[config.mk]
export PLATFORM = sky130hd
export DESIGN_NAME = grid_neighbour_from_direction_unit
export DESIGN_NICKNAME = d
export VERILOG_FILES = /design/src/hw/rtl/gnd_pkg.sv /design/src/hw/rtl/grid_neighbour_from_direction_unit.sv /design/src/hw/rtl/gnd_divider.sv
export SDC_FILE = /design/constraint.sdc
export NUM_CORES = 1
export LEC_CHECK = 0
export BUFFER_PORTS_ARGS = -buffer_cell sky130_fd_sc_hd__buf_4
export CAP_MARGIN = 15
export CORE_MARGIN = 3
export CORE_UTILIZATION = 55
export DETAILED_ROUTE_END_ITERATION = 10
export GPL_TIMING_DRIVEN = 0
export PLACE_DENSITY = 0.72
export SYNTH_ARGS = -nofsm -noshare
export SYNTH_HDL_FRONTEND = slang
export SYNTH_SLANG_ARGS = --single-unit
[constraint.sdc]
create_clock -name i_clk -period 11.8 [get_ports i_clk]
set_input_delay 0.59 -clock i_clk [delete_from_list [all_inputs] [get_ports i_clk]]
set_output_delay 0.59 -clock i_clk [all_outputs]
set_load 0.01 [all_outputs]
[src/hw/rtl/gnd_pkg.sv]
// Shared constants, types and helper functions of the grid neighbour unit.
`default_nettype none
package gnd_pkg;

    localparam int NODE_W     = 16;
    localparam int IN_DIR_W   = 8;
    localparam int EDGE_W     = 9;
    localparam int MAX_EDGE   = 256;
    localparam int RESET_EDGE = 16;

    localparam int CFG_IDX_W  = 1;
    localparam int CFG_DATA_W = EDGE_W;

    localparam int ESAT_W     = $clog2(MAX_EDGE + 1);
    localparam int COORD_W    = $clog2(MAX_EDGE);
    localparam int DIV_W      = ESAT_W + COORD_W;
    localparam int COUNT_W    = 2 * ESAT_W;

    localparam int STEPS_PER_STAGE = 2;
    localparam int DIV_STAGES      = (COORD_W + STEPS_PER_STAGE - 1) / STEPS_PER_STAGE;

    localparam int IN_TDATA_W  = ((NODE_W + IN_DIR_W + 7) / 8) * 8;
    localparam int OUT_TDATA_W = ((NODE_W + 7) / 8) * 8;

    // Configuration register indexes
    localparam logic [CFG_IDX_W-1:0] CFG_GRID_MODE = 1'd0;
    localparam logic [CFG_IDX_W-1:0] CFG_GRID_EDGE = 1'd1;

    localparam logic MODE_HEX    = 1'b0;
    localparam logic MODE_SQUARE = 1'b1;

    // Hexagon direction codes
    localparam logic [2:0] HEX_NW = 3'd0;
    localparam logic [2:0] HEX_W  = 3'd1;
    localparam logic [2:0] HEX_SW = 3'd2;
    localparam logic [2:0] HEX_SE = 3'd3;
    localparam logic [2:0] HEX_E  = 3'd4;
    localparam logic [2:0] HEX_NE = 3'd5;

    // Square direction codes
    localparam logic [2:0] SQ_N = 3'd0;
    localparam logic [2:0] SQ_W = 3'd1;
    localparam logic [2:0] SQ_S = 3'd2;
    localparam logic [2:0] SQ_E = 3'd3;

    typedef struct packed {
        logic       oor;
        logic [2:0] dmod;
    } t_side;

    typedef struct packed {
        logic [NODE_W-1:0]  rem;
        logic [COORD_W-1:0] quot;
    } t_div;

    // Direction modulo 6 by reciprocal multiply; exact for 8-bit inputs.
    function automatic logic [2:0] mod6(input logic [IN_DIR_W-1:0] d);
        logic [IN_DIR_W+7:0] p;
        logic [IN_DIR_W-1:0] q;
        logic [IN_DIR_W-1:0] r;
        p = (IN_DIR_W + 8)'(d) * (IN_DIR_W + 8)'(171);
        q = IN_DIR_W'(p >> 10);
        r = d - IN_DIR_W'(q * IN_DIR_W'(6));
        return r[2:0];
    endfunction

    // One restoring division step producing quotient bit k.
    function automatic t_div div_step(input t_div a, input logic [ESAT_W-1:0] esat,
                                      input int k);
        logic [DIV_W-1:0] trial;
        t_div             res;
        res   = a;
        trial = DIV_W'(esat) << k;
        if (DIV_W'(a.rem) >= trial) begin
            res.rem     = a.rem - NODE_W'(trial);
            res.quot[k] = 1'b1;
        end
        return res;
    endfunction

    function automatic logic [ESAT_W-1:0] sat_edge(input logic [EDGE_W-1:0] v);
        if (32'(v) > MAX_EDGE) begin
            return ESAT_W'(MAX_EDGE);
        end
        return ESAT_W'(v);
    endfunction

endpackage
`default_nettype wire

[src/hw/rtl/grid_neighbour_from_direction_unit.sv]
// Top level of the grid neighbour unit: node index and direction in, neighbour index out.
//
//  channel  | direction | handshake                 | payload
//  ---------+-----------+---------------------------+--------------------------------------
//  s        | in        | i_s_tvalid / o_s_tready   | i_s_tdata: current_node, direction
//  m        | out       | o_m_tvalid / i_m_tready   | o_m_tdata: neighbour_node,
//           |           |                           | o_m_tuser: node_out_of_range
//  cfg      | in        | i_cfg_valid / o_cfg_ready | i_cfg_index, i_cfg_data
//
// One transaction per cycle is accepted while the output is not stalled; a result passes
// through seven register stages (input register, 4 divider stages at 2 quotient bits each,
// neighbour select, output).
// The restoring divider that splits the node index into row and column sets the depth.
// Reset restores grid_mode = square and grid_edge = 16 and empties the pipeline.
// When the output holds a result that is not taken, every stage holds.
`default_nettype none
module grid_neighbour_from_direction_unit (
    input  wire logic                                i_clk,
    input  wire logic                                i_rst_n,
    input  wire logic                                i_s_tvalid,
    output logic                                     o_s_tready,
    input  wire logic [gnd_pkg::IN_TDATA_W-1:0]      i_s_tdata,   // [15:0] current_node, [23:16] direction
    output logic                                     o_m_tvalid,
    input  wire logic                                i_m_tready,
    output logic [gnd_pkg::OUT_TDATA_W-1:0]          o_m_tdata,   // [15:0] neighbour_node
    output logic [0:0]                               o_m_tuser,   // [0] node_out_of_range
    input  wire logic                                i_cfg_valid,
    output logic                                     o_cfg_ready,
    input  wire logic [gnd_pkg::CFG_IDX_W-1:0]       i_cfg_index,
    input  wire logic [gnd_pkg::CFG_DATA_W-1:0]      i_cfg_data
);

    // Configuration
    logic                           r_mode;
    logic [gnd_pkg::ESAT_W-1:0]     r_esat;
    logic [gnd_pkg::COUNT_W-1:0]    r_count;
    logic [gnd_pkg::ESAT_W-1:0]     n_esat;

    assign o_cfg_ready = 1'b1;
    assign n_esat      = gnd_pkg::sat_edge(i_cfg_data[gnd_pkg::EDGE_W-1:0]);

    always_ff @(posedge i_clk) begin
        if (!i_rst_n) begin
            r_mode  <= gnd_pkg::MODE_SQUARE;
            r_esat  <= gnd_pkg::ESAT_W'(gnd_pkg::RESET_EDGE);
            r_count <= gnd_pkg::COUNT_W'(gnd_pkg::RESET_EDGE * gnd_pkg::RESET_EDGE);
        end else if (i_cfg_valid) begin
            unique case (i_cfg_index)
                gnd_pkg::CFG_GRID_MODE: begin
                    r_mode <= i_cfg_data[0];
                end
                gnd_pkg::CFG_GRID_EDGE: begin
                    r_esat  <= n_esat;
                    r_count <= gnd_pkg::COUNT_W'(n_esat) * gnd_pkg::COUNT_W'(n_esat);
                end
                default: begin
                end
            endcase
        end
    end

    // Pipeline advance: everything moves unless a result waits at the output.
    logic en;
    logic r_m_valid;

    assign en         = !r_m_valid || i_m_tready;
    assign o_s_tready = en;

    // Stage A: input register
    logic [gnd_pkg::NODE_W-1:0]     in_node;
    logic [gnd_pkg::IN_DIR_W-1:0]   in_dir;
    gnd_pkg::t_side                 n_a_side;
    logic                           r_a_valid;
    logic [gnd_pkg::NODE_W-1:0]     r_a_node;
    gnd_pkg::t_side                 r_a_side;

    assign in_node = i_s_tdata[gnd_pkg::NODE_W-1:0];
    assign in_dir  = i_s_tdata[gnd_pkg::NODE_W +: gnd_pkg::IN_DIR_W];

    always_comb begin
        n_a_side.oor  = gnd_pkg::COUNT_W'(in_node) >= r_count;
        n_a_side.dmod = (r_mode == gnd_pkg::MODE_SQUARE) ? {1'b0, in_dir[1:0]}
                                                         : gnd_pkg::mod6(in_dir);
    end

    always_ff @(posedge i_clk) begin
        if (!i_rst_n) begin
            r_a_valid <= 1'b0;
        end else if (en) begin
            r_a_valid <= i_s_tvalid;
        end
    end

    always_ff @(posedge i_clk) begin
        if (en) begin
            r_a_node <= in_node;
            r_a_side <= n_a_side;
        end
    end

    // Stages B..E: row and column
    logic                           div_valid;
    gnd_pkg::t_side                 div_side;
    logic [gnd_pkg::COORD_W-1:0]    div_quot;
    logic [gnd_pkg::NODE_W-1:0]     div_rem;

    gnd_divider u_divider (
        .i_clk   (i_clk),
        .i_rst_n (i_rst_n),
        .i_en    (en),
        .i_valid (r_a_valid),
        .i_side  (r_a_side),
        .i_node  (r_a_node),
        .i_esat  (r_esat),
        .o_valid (div_valid),
        .o_side  (div_side),
        .o_quot  (div_quot),
        .o_rem   (div_rem)
    );

    // Stage F: check all candidate directions, take the first on the grid
    logic [gnd_pkg::COORD_W-1:0]    x;
    logic [gnd_pkg::COORD_W-1:0]    y;
    logic                           odd;
    logic                           x_lo;
    logic                           x_hi;
    logic                           y_lo;
    logic                           y_hi;
    logic [5:0]                     cand_ok;
    logic [3:0]                     ndir;
    logic                           found;
    logic [2:0]                     pick;
    logic                           inc_x;
    logic                           dec_x;
    logic                           inc_y;
    logic                           dec_y;
    logic [gnd_pkg::COORD_W-1:0]    n_nx;
    logic [gnd_pkg::COORD_W-1:0]    n_ny;

    assign x    = div_rem[gnd_pkg::COORD_W-1:0];
    assign y    = div_quot;
    assign odd  = y[0];
    assign x_lo = x != '0;
    assign y_lo = y != '0;
    assign x_hi = (gnd_pkg::ESAT_W'(x) + gnd_pkg::ESAT_W'(1)) < r_esat;
    assign y_hi = (gnd_pkg::ESAT_W'(y) + gnd_pkg::ESAT_W'(1)) < r_esat;

    always_comb begin
        if (r_mode == gnd_pkg::MODE_SQUARE) begin
            cand_ok = {2'b00, x_hi, y_hi, x_lo, y_lo};
            ndir    = 4'd4;
        end else begin
            cand_ok[gnd_pkg::HEX_NW] = y_lo && (odd || x_lo);
            cand_ok[gnd_pkg::HEX_W]  = x_lo;
            cand_ok[gnd_pkg::HEX_SW] = y_hi && (odd || x_lo);
            cand_ok[gnd_pkg::HEX_SE] = y_hi && (!odd || x_hi);
            cand_ok[gnd_pkg::HEX_E]  = x_hi;
            cand_ok[gnd_pkg::HEX_NE] = y_lo && (!odd || x_hi);
            ndir                     = 4'd6;
        end
    end

    // Walk counterclockwise from the requested direction.
    always_comb begin
        logic [3:0] idx;
        found = 1'b0;
        pick  = div_side.dmod;
        for (int t = 0; t < 6; t++) begin
            idx = {1'b0, div_side.dmod} + 4'(t);
            if (idx >= ndir) begin
                idx = idx - ndir;
            end
            if (!found && (4'(t) < ndir) && cand_ok[idx[2:0]]) begin
                found = 1'b1;
                pick  = idx[2:0];
            end
        end
    end

    always_comb begin
        inc_x = 1'b0;
        dec_x = 1'b0;
        inc_y = 1'b0;
        dec_y = 1'b0;
        if (r_mode == gnd_pkg::MODE_SQUARE) begin
            unique case (pick)
                gnd_pkg::SQ_N: dec_y = 1'b1;
                gnd_pkg::SQ_W: dec_x = 1'b1;
                gnd_pkg::SQ_S: inc_y = 1'b1;
                gnd_pkg::SQ_E: inc_x = 1'b1;
                default: begin
                end
            endcase
        end else begin
            unique case (pick)
                gnd_pkg::HEX_NW: begin
                    dec_y = 1'b1;
                    dec_x = !odd;
                end
                gnd_pkg::HEX_W:  dec_x = 1'b1;
                gnd_pkg::HEX_SW: begin
                    inc_y = 1'b1;
                    dec_x = !odd;
                end
                gnd_pkg::HEX_SE: begin
                    inc_y = 1'b1;
                    inc_x = odd;
                end
                gnd_pkg::HEX_E:  inc_x = 1'b1;
                gnd_pkg::HEX_NE: begin
                    dec_y = 1'b1;
                    inc_x = odd;
                end
                default: begin
                end
            endcase
        end
        // Nothing on the grid (edge of one): stay on the node itself.
        if (!found) begin
            inc_x = 1'b0;
            dec_x = 1'b0;
            inc_y = 1'b0;
            dec_y = 1'b0;
        end
        n_nx = x + gnd_pkg::COORD_W'(inc_x) - gnd_pkg::COORD_W'(dec_x);
        n_ny = y + gnd_pkg::COORD_W'(inc_y) - gnd_pkg::COORD_W'(dec_y);
    end

    logic                           r_f_valid;
    logic                           r_f_oor;
    logic [gnd_pkg::COORD_W-1:0]    r_f_nx;
    logic [gnd_pkg::COORD_W-1:0]    r_f_ny;

    always_ff @(posedge i_clk) begin
        if (!i_rst_n) begin
            r_f_valid <= 1'b0;
        end else if (en) begin
            r_f_valid <= div_valid;
        end
    end

    always_ff @(posedge i_clk) begin
        if (en) begin
            r_f_oor <= div_side.oor;
            r_f_nx  <= n_nx;
            r_f_ny  <= n_ny;
        end
    end

    // Stage G: linear index row * edge + column into the output register
    logic [gnd_pkg::COUNT_W-1:0]    lin;
    logic [gnd_pkg::NODE_W-1:0]     n_m_data;
    logic [gnd_pkg::NODE_W-1:0]     r_m_data;
    logic                           r_m_oor;

    assign lin      = gnd_pkg::COUNT_W'(r_f_ny) * gnd_pkg::COUNT_W'(r_esat)
                    + gnd_pkg::COUNT_W'(r_f_nx);
    assign n_m_data = r_f_oor ? '0 : lin[gnd_pkg::NODE_W-1:0];

    always_ff @(posedge i_clk) begin
        if (!i_rst_n) begin
            r_m_valid <= 1'b0;
        end else if (en) begin
            r_m_valid <= r_f_valid;
        end
    end

    always_ff @(posedge i_clk) begin
        if (en) begin
            r_m_data <= n_m_data;
            r_m_oor  <= r_f_oor;
        end
    end

    assign o_m_tvalid   = r_m_valid;
    assign o_m_tdata    = gnd_pkg::OUT_TDATA_W'(r_m_data);
    assign o_m_tuser[0] = r_m_oor;

endmodule
`default_nettype wire

[src/hw/rtl/gnd_divider.sv]
// Pipelined restoring divider: node index into row (quotient) and column (remainder).
`default_nettype none
module gnd_divider (
    input  wire logic                          i_clk,
    input  wire logic                          i_rst_n,
    input  wire logic                          i_en,
    input  wire logic                          i_valid,
    input  wire gnd_pkg::t_side                i_side,
    input  wire logic [gnd_pkg::NODE_W-1:0]    i_node,
    input  wire logic [gnd_pkg::ESAT_W-1:0]    i_esat,
    output logic                               o_valid,
    output gnd_pkg::t_side                     o_side,
    output logic [gnd_pkg::COORD_W-1:0]        o_quot,
    output logic [gnd_pkg::NODE_W-1:0]         o_rem
);

    logic            r_valid [gnd_pkg::DIV_STAGES];
    gnd_pkg::t_side  r_side  [gnd_pkg::DIV_STAGES];
    gnd_pkg::t_div   r_div   [gnd_pkg::DIV_STAGES];
    gnd_pkg::t_div   d_in    [gnd_pkg::DIV_STAGES];
    gnd_pkg::t_div   n_div   [gnd_pkg::DIV_STAGES];

    always_comb begin
        d_in[0].rem  = i_node;
        d_in[0].quot = '0;
        for (int s = 1; s < gnd_pkg::DIV_STAGES; s++) begin
            d_in[s] = r_div[s-1];
        end
    end

    // Each stage resolves STEPS_PER_STAGE quotient bits, most significant first.
    always_comb begin
        gnd_pkg::t_div t;
        int            k;
        for (int s = 0; s < gnd_pkg::DIV_STAGES; s++) begin
            t = d_in[s];
            for (int j = 0; j < gnd_pkg::STEPS_PER_STAGE; j++) begin
                k = gnd_pkg::COORD_W - 1 - s * gnd_pkg::STEPS_PER_STAGE - j;
                if (k >= 0) begin
                    t = gnd_pkg::div_step(t, i_esat, k);
                end
            end
            n_div[s] = t;
        end
    end

    always_ff @(posedge i_clk) begin
        if (!i_rst_n) begin
            for (int s = 0; s < gnd_pkg::DIV_STAGES; s++) begin
                r_valid[s] <= 1'b0;
            end
        end else if (i_en) begin
            r_valid[0] <= i_valid;
            for (int s = 1; s < gnd_pkg::DIV_STAGES; s++) begin
                r_valid[s] <= r_valid[s-1];
            end
        end
    end

    always_ff @(posedge i_clk) begin
        if (i_en) begin
            r_side[0] <= i_side;
            for (int s = 1; s < gnd_pkg::DIV_STAGES; s++) begin
                r_side[s] <= r_side[s-1];
            end
            for (int s = 0; s < gnd_pkg::DIV_STAGES; s++) begin
                r_div[s] <= n_div[s];
            end
        end
    end

    assign o_valid = r_valid[gnd_pkg::DIV_STAGES-1];
    assign o_side  = r_side[gnd_pkg::DIV_STAGES-1];
    assign o_quot  = r_div[gnd_pkg::DIV_STAGES-1].quot;
    assign o_rem   = r_div[gnd_pkg::DIV_STAGES-1].rem;

endmodule
`default_nettype wire

* Word level (Yosys, flattened, before mapping)
Memories as Yosys holds them, arrays and structs flattened. A register that Yosys moved wholly into a read port is not among the register bits.
Index checks and enable logic that the tools add are counted.
** Storage, ports and cells
- Memories :: 3
- Bits in writable memories :: 116
- Register bits :: 84
- Word-level logic and storage cells :: 199
- Bits of input ports :: 39
- Output and inout bits :: 20
** Memory list
- u_divider.r_div :: depth 4, bits a word 24, rd ports 4, clocked after memory_dff 0, write ports 4, RTL line gnd_divider.sv:19 : gnd_pkg::t_div r_div [gnd_pkg::DIV_STAGES];
- u_divider.r_side :: depth 4, bits a word 4, rd ports 4, clocked after memory_dff 0, write ports 4, RTL line gnd_divider.sv:18 : gnd_pkg::t_side r_side [gnd_pkg::DIV_STAGES];
- u_divider.r_valid :: depth 4, bits a word 1, rd ports 4, clocked after memory_dff 1, write ports 4, RTL line gnd_divider.sv:17 : logic r_valid [gnd_pkg::DIV_STAGES];
** Cells by class
- $lt $le $gt $ge :: 30
- Equal/unequal tests :: 5
- Bitwise logic cells :: 5
- Muxes and demuxes :: 76
- $mul :: 4
- Add/subtract/negate cells :: 27
- Reduce and logical (&&, ||, !) cells :: 35
** Operators by type and width (number)
- $mux 16 :: 7
- $mux 1 :: 43
- $mux 3 :: 12
- $lt 3x4->1 const B :: 6
- $sub 3x3->3 :: 7
- $ge 4x3->1 :: 5
- $add 8x1->9 const B :: 2
- $bmux 1 s3 :: 6
- $ge 16x18->1 :: 1
- $lt 9x9->1 :: 2
- $mul 9x9->18 :: 1
- $mux 9 :: 2
- $mux 17 :: 1
- $add 16x8->16 :: 1
- $add 8x1->8 :: 2
- $ge 16x10->1 :: 1
- $ge 16x11->1 :: 1
- $ge 16x12->1 :: 1
- $ge 16x13->1 :: 1
- $ge 16x14->1 :: 1
- $ge 16x15->1 :: 1
- $ge 16x16->1 :: 1
- $ge 16x9->1 :: 1
- $mul 8x8->16 const B :: 1
- other kinds (34) :: 75

* Depth between registers and ports, before layout
An unclocked memory read counts as a cell.
- Depth in word-level cells :: 37
- Depth in mapped cells :: 30

* By module
A second synthesis with hierarchy kept.
** Second synthesis, totals
- Cells, all modules :: 1964
- Area total of the unflattened synthesis :: 18870.6 µm²
** By module, submodules not included
- grid_neighbour_from_direction_unit :: instances 1, cells each 1194, seq. area each 2202.1 µm², area an instance 10847.9 µm²
- gnd_divider :: instances 1, cells each 770, seq. area each 3093.0 µm², area an instance 8022.7 µm²

* Least setup slack after synthesis
OpenSTA, ideal clock, no wires.
- Kind :: register -> register
- From :: register r_esat[1] in the netlist's numbering
- To :: memory u_divider.r_div[3][10] in the netlist's numbering (data pin)
- Path slack :: 6.071 ns
- Required time :: 11.540 ns
- Path buffers :: 1
- Arrival :: 5.469 ns
- Period minus slack after synthesis :: 5.729 ns
- Cell stages (with the launch flop) :: 25
- Cells stage by stage :: dfxtp_1 clkbuf_1 inv_1 ha_1 nor2b_1 o21ai_0 a21boi_0 o21ai_0 a21boi_0 o21ai_0 a21oi_1 nor2_1 mux2_2 ha_1 nor2b_1 o21ai_0 nand2b_1 a21o_1 a21o_1 o21a_1 o21a_1 o21ai_0 nand4_1 a211oi_4 mux2_2
** RTL lines
- from (decl) :: RTL line grid_neighbour_from_direction_unit.sv:35 : logic [gnd_pkg::ESAT_W-1:0] r_esat;
- from (signal assigned) :: RTL line grid_neighbour_from_direction_unit.sv:45 : r_esat <= gnd_pkg::ESAT_W'(gnd_pkg::RESET_EDGE);
- from (signal assigned) :: RTL line grid_neighbour_from_direction_unit.sv:53 : r_esat <= n_esat;
- to (decl) :: RTL line gnd_divider.sv:19

==> run metrics <==
status=finished, final reports clean; initial drt markers=845; fin cells=2431; post-synthesis mux area share=2.545%; Fin Setup TNS=0 ns; FF+latch count, synth=179; commonest non-fill, non-tap cell in the layout=inv_1; Sink Count=179; WHS=0.3310 ns; xor-xnor portion of the synthesized cell area=5.103%; Synth area leaders=edfxtp_1 (25%), ha_1 (17%), fa_1 (12%); overall via count from detail_route=13237; post-CTS setup buffer count=0; most frequent cells in the layout=inv_1 (295), ha_1 (245), nand2_1 (167), edfxtp_1 (147), a21oi_1 (124); CP required=11.99 ns; clk buf depth=2; Max-slew headroom=47.25%; gr usage total=22.51%; worst slew pin tran=0.7904 ns; adder-cell share of the synthesized area=29.06%; Root Buffer=clkbuf_16; Nets=2373; fillers=2672; Final Max Slew Viols=0; Synth area leader=edfxtp_1; placed cell areas=0.01888 sq mm; total global routing overflow=0; Placer Congestion=0.8732; Post-synth EDFFs=147; Port Buffers=56; compound-cell area share of the yosys netlist=13.07%; critical path launch point type=flip-flop; ant diodes=0; Avg WL per Cell=15.38 um; I/O pin cnt=59; HPWL after DPL=29120 um; Max Clk Rate=138.5 MHz; Yosys Warn Count=0; worst-path maximum fanout=14; initial core utilization=56.13%; area share of the largest cell type after synthesis=24.73%; CP Class=flip-flop to flip-flop; Hold Vio Cnt, Final=0; commonest register cell after synthesis=edfxtp_1; DR pass1 iterations=6; sequential fraction of the synthesis area=28.32%; design area=0.01945 sq mm; Synth cell types=94; cts bufs inserted=17; Inst Count DP=2399; area grow syn2layout=8.980%; share of cells above drive strength 1=9.118%; RSZ-0062 raised after global routing=false; Core Region=0.03180 sq mm; Reg clk slew, reported paths=0.08 ns; leakage=8.934 nW; ys async rst share=0%; DP Worst Slack=4.570 ns; vias in the first global route=13420; syn_area_per_cell=9.404 sq um; # rows=65; Max IR drop VDD=0.0001228 V; crit path DAT=7.41 ns; Chip Width=186.1 um; Pwr Density=231.5 mW/mm^2; ANT nets after route=0; DR DRC count=0; fin crit share=61.21%; Critical Path Sink Type=flip-flop; die height=186.1 um; simple logic cell fraction of the synthesized area=14.16%; internal reg-to-reg setup slack=4.58 ns; PostCTS Resize Cnt=0; minimum clock period=7.222 ns; first-pass GRT wire length=63220 um; Via density=5.445; pin count of the biggest net entering global routing=89; final setup fails=0; largest family of logic cells by synthesized area=adder cells; final worst slack=4.578 ns; Mapped Area=0.01785 sq mm; CTS tree=yes; die area=0.03465 sq mm; CTS H-tree depth=4; initial antenna violation count=0; max cap viols=0; Synth Instances=1898; Hold Crit Class=primary input to flip-flop; hold_buf cts=0; Routed WL=37390 um; clock skew=0.01051 ns; worst-skew pair later-pin latency=0.44 ns
[cells in the mapped netlist (all sizes together) (4+ instances only)]
cell type	count
a211o	6
a211oi	9
a21boi	17
a21o	33
a21oi	126
a31o	6
a31oi	11
and2	52
and3	6
and4	4
buf	13
clkbuf	34
dfxtp	32
edfxtp	147
fa	106
ha	245
inv	296
mux2	29
mux2i	12
nand2	168
nand2b	19
nand3	21
nand3b	4
nand4	17
nor2	117
nor2b	35
nor3	20
nor4	9
o211ai	8
o21a	5
o21ai	95
o21bai	11
o22ai	4
o31ai	6
or2	10
or3	13
or4	6
xnor2	75
xor2	29
[layer usage]
metal | track usage (%) | vias up | share of wire [%]
met1 | 29.45 | 6341 | 44
li1 | - | 6597 | -
met3 | 2.839 | 51 | 4.2
met2 | 39.42 | 248 | 50
met5 | 0 | - | 0
met4 | 6.583 | 0 | 2.0
[kinds of logic (layout without fill, tap and decap cells)]
family / after synthesis / count (layout)
and+or+nand+nor: 511 / 511
AOI/OAI and AO/OA: 367 / 367
adders and majority gates: 351 / 351
buffers and inverters: 343 / 432
DFF: 179 / 179
xor gates and xnor gates: 104 / 104
muxes: 41 / 41
other: 2 / 11
[state kept, by name, indices dropped and copies added, names as in the netlist]
name	cells
u_divider.r_div	76
o_m_tdata	16
r_a_node	16
r_count	16
u_divider.r_side	16
r_esat	9
r_f_nx	8
r_f_ny	8
r_a_side	4
u_divider.r_valid	4
o_m_tuser	1
o_m_tvalid	1
r_a_valid	1
r_f_oor	1
r_f_valid	1
r_mode	1
[layout make-up]
type	count	area (sq um)	share of cell area [%]
Clock buffer	18	429.2	2.206
Buffer	47	262.8	1.351
Sequential cell	179	5055	25.99
Clock inverter	14	142.6	0.7333
Multi-Input combinational cell	1385	11450	58.88
Timing Repair Buffer	57	447.9	2.303
Tap cell	435	544.3	2.798
Inverter	296	1116	5.738
[path summary, 6_finish.rpt]
kind,from,endpoint,cells past startpoint
worst max-delay path,r_esat[1],u_divider.r_div[3][11],24
worst min-delay path,i_s_tdata[15],r_a_node[15],1
worst max register to register,r_esat[1],u_divider.r_div[3][11],24
worst min register to register,u_divider.r_div[1][6],u_divider.r_div[2][6],0
[per-stage QoR]
step	util, %	total power [mW]
floorplan	-	3.337
global route	61.17	4.959
CTS	61.17	4.515
detailed placement	59.37	3.923
global placement	59.27	3.825
finish	61.17	4.503
[power by group]
| part | switching [mW] | internal, mW | total (mW) |
|---|---|---|---|
| clock | 0.267 | 0.298 | 0.565 |
| combinational | 1.55 | 1.30 | 2.85 |
| sequential | 0.114 | 0.980 | 1.09 |
| total | 1.93 | 2.57 | 4.50 |
[worst max-delay path, cell delays in order (launching register included)]
cell	delay, ns
dfxtp_1	0.60
clkbuf_1	0.49
inv_1	0.54
ha_1	0.49
nor2b_1	0.14
o21ai_0	0.21
a21boi_0	0.15
o21ai_0	0.23
a21boi_0	0.15
o21ai_0	0.25
a21oi_1	0.23
nor2_1	0.37
mux2_2	0.41
ha_1	0.33
nor2b_1	0.14
o21ai_0	0.15
nand2b_1	0.12
a21o_1	0.19
a21o_1	0.19
o21a_1	0.19
o21a_1	0.15
o21ai_0	0.19
nand4_1	0.17
a211oi_4	0.48
mux2_2	0.41
No activity file was read; power rests on OpenSTA's default activity.
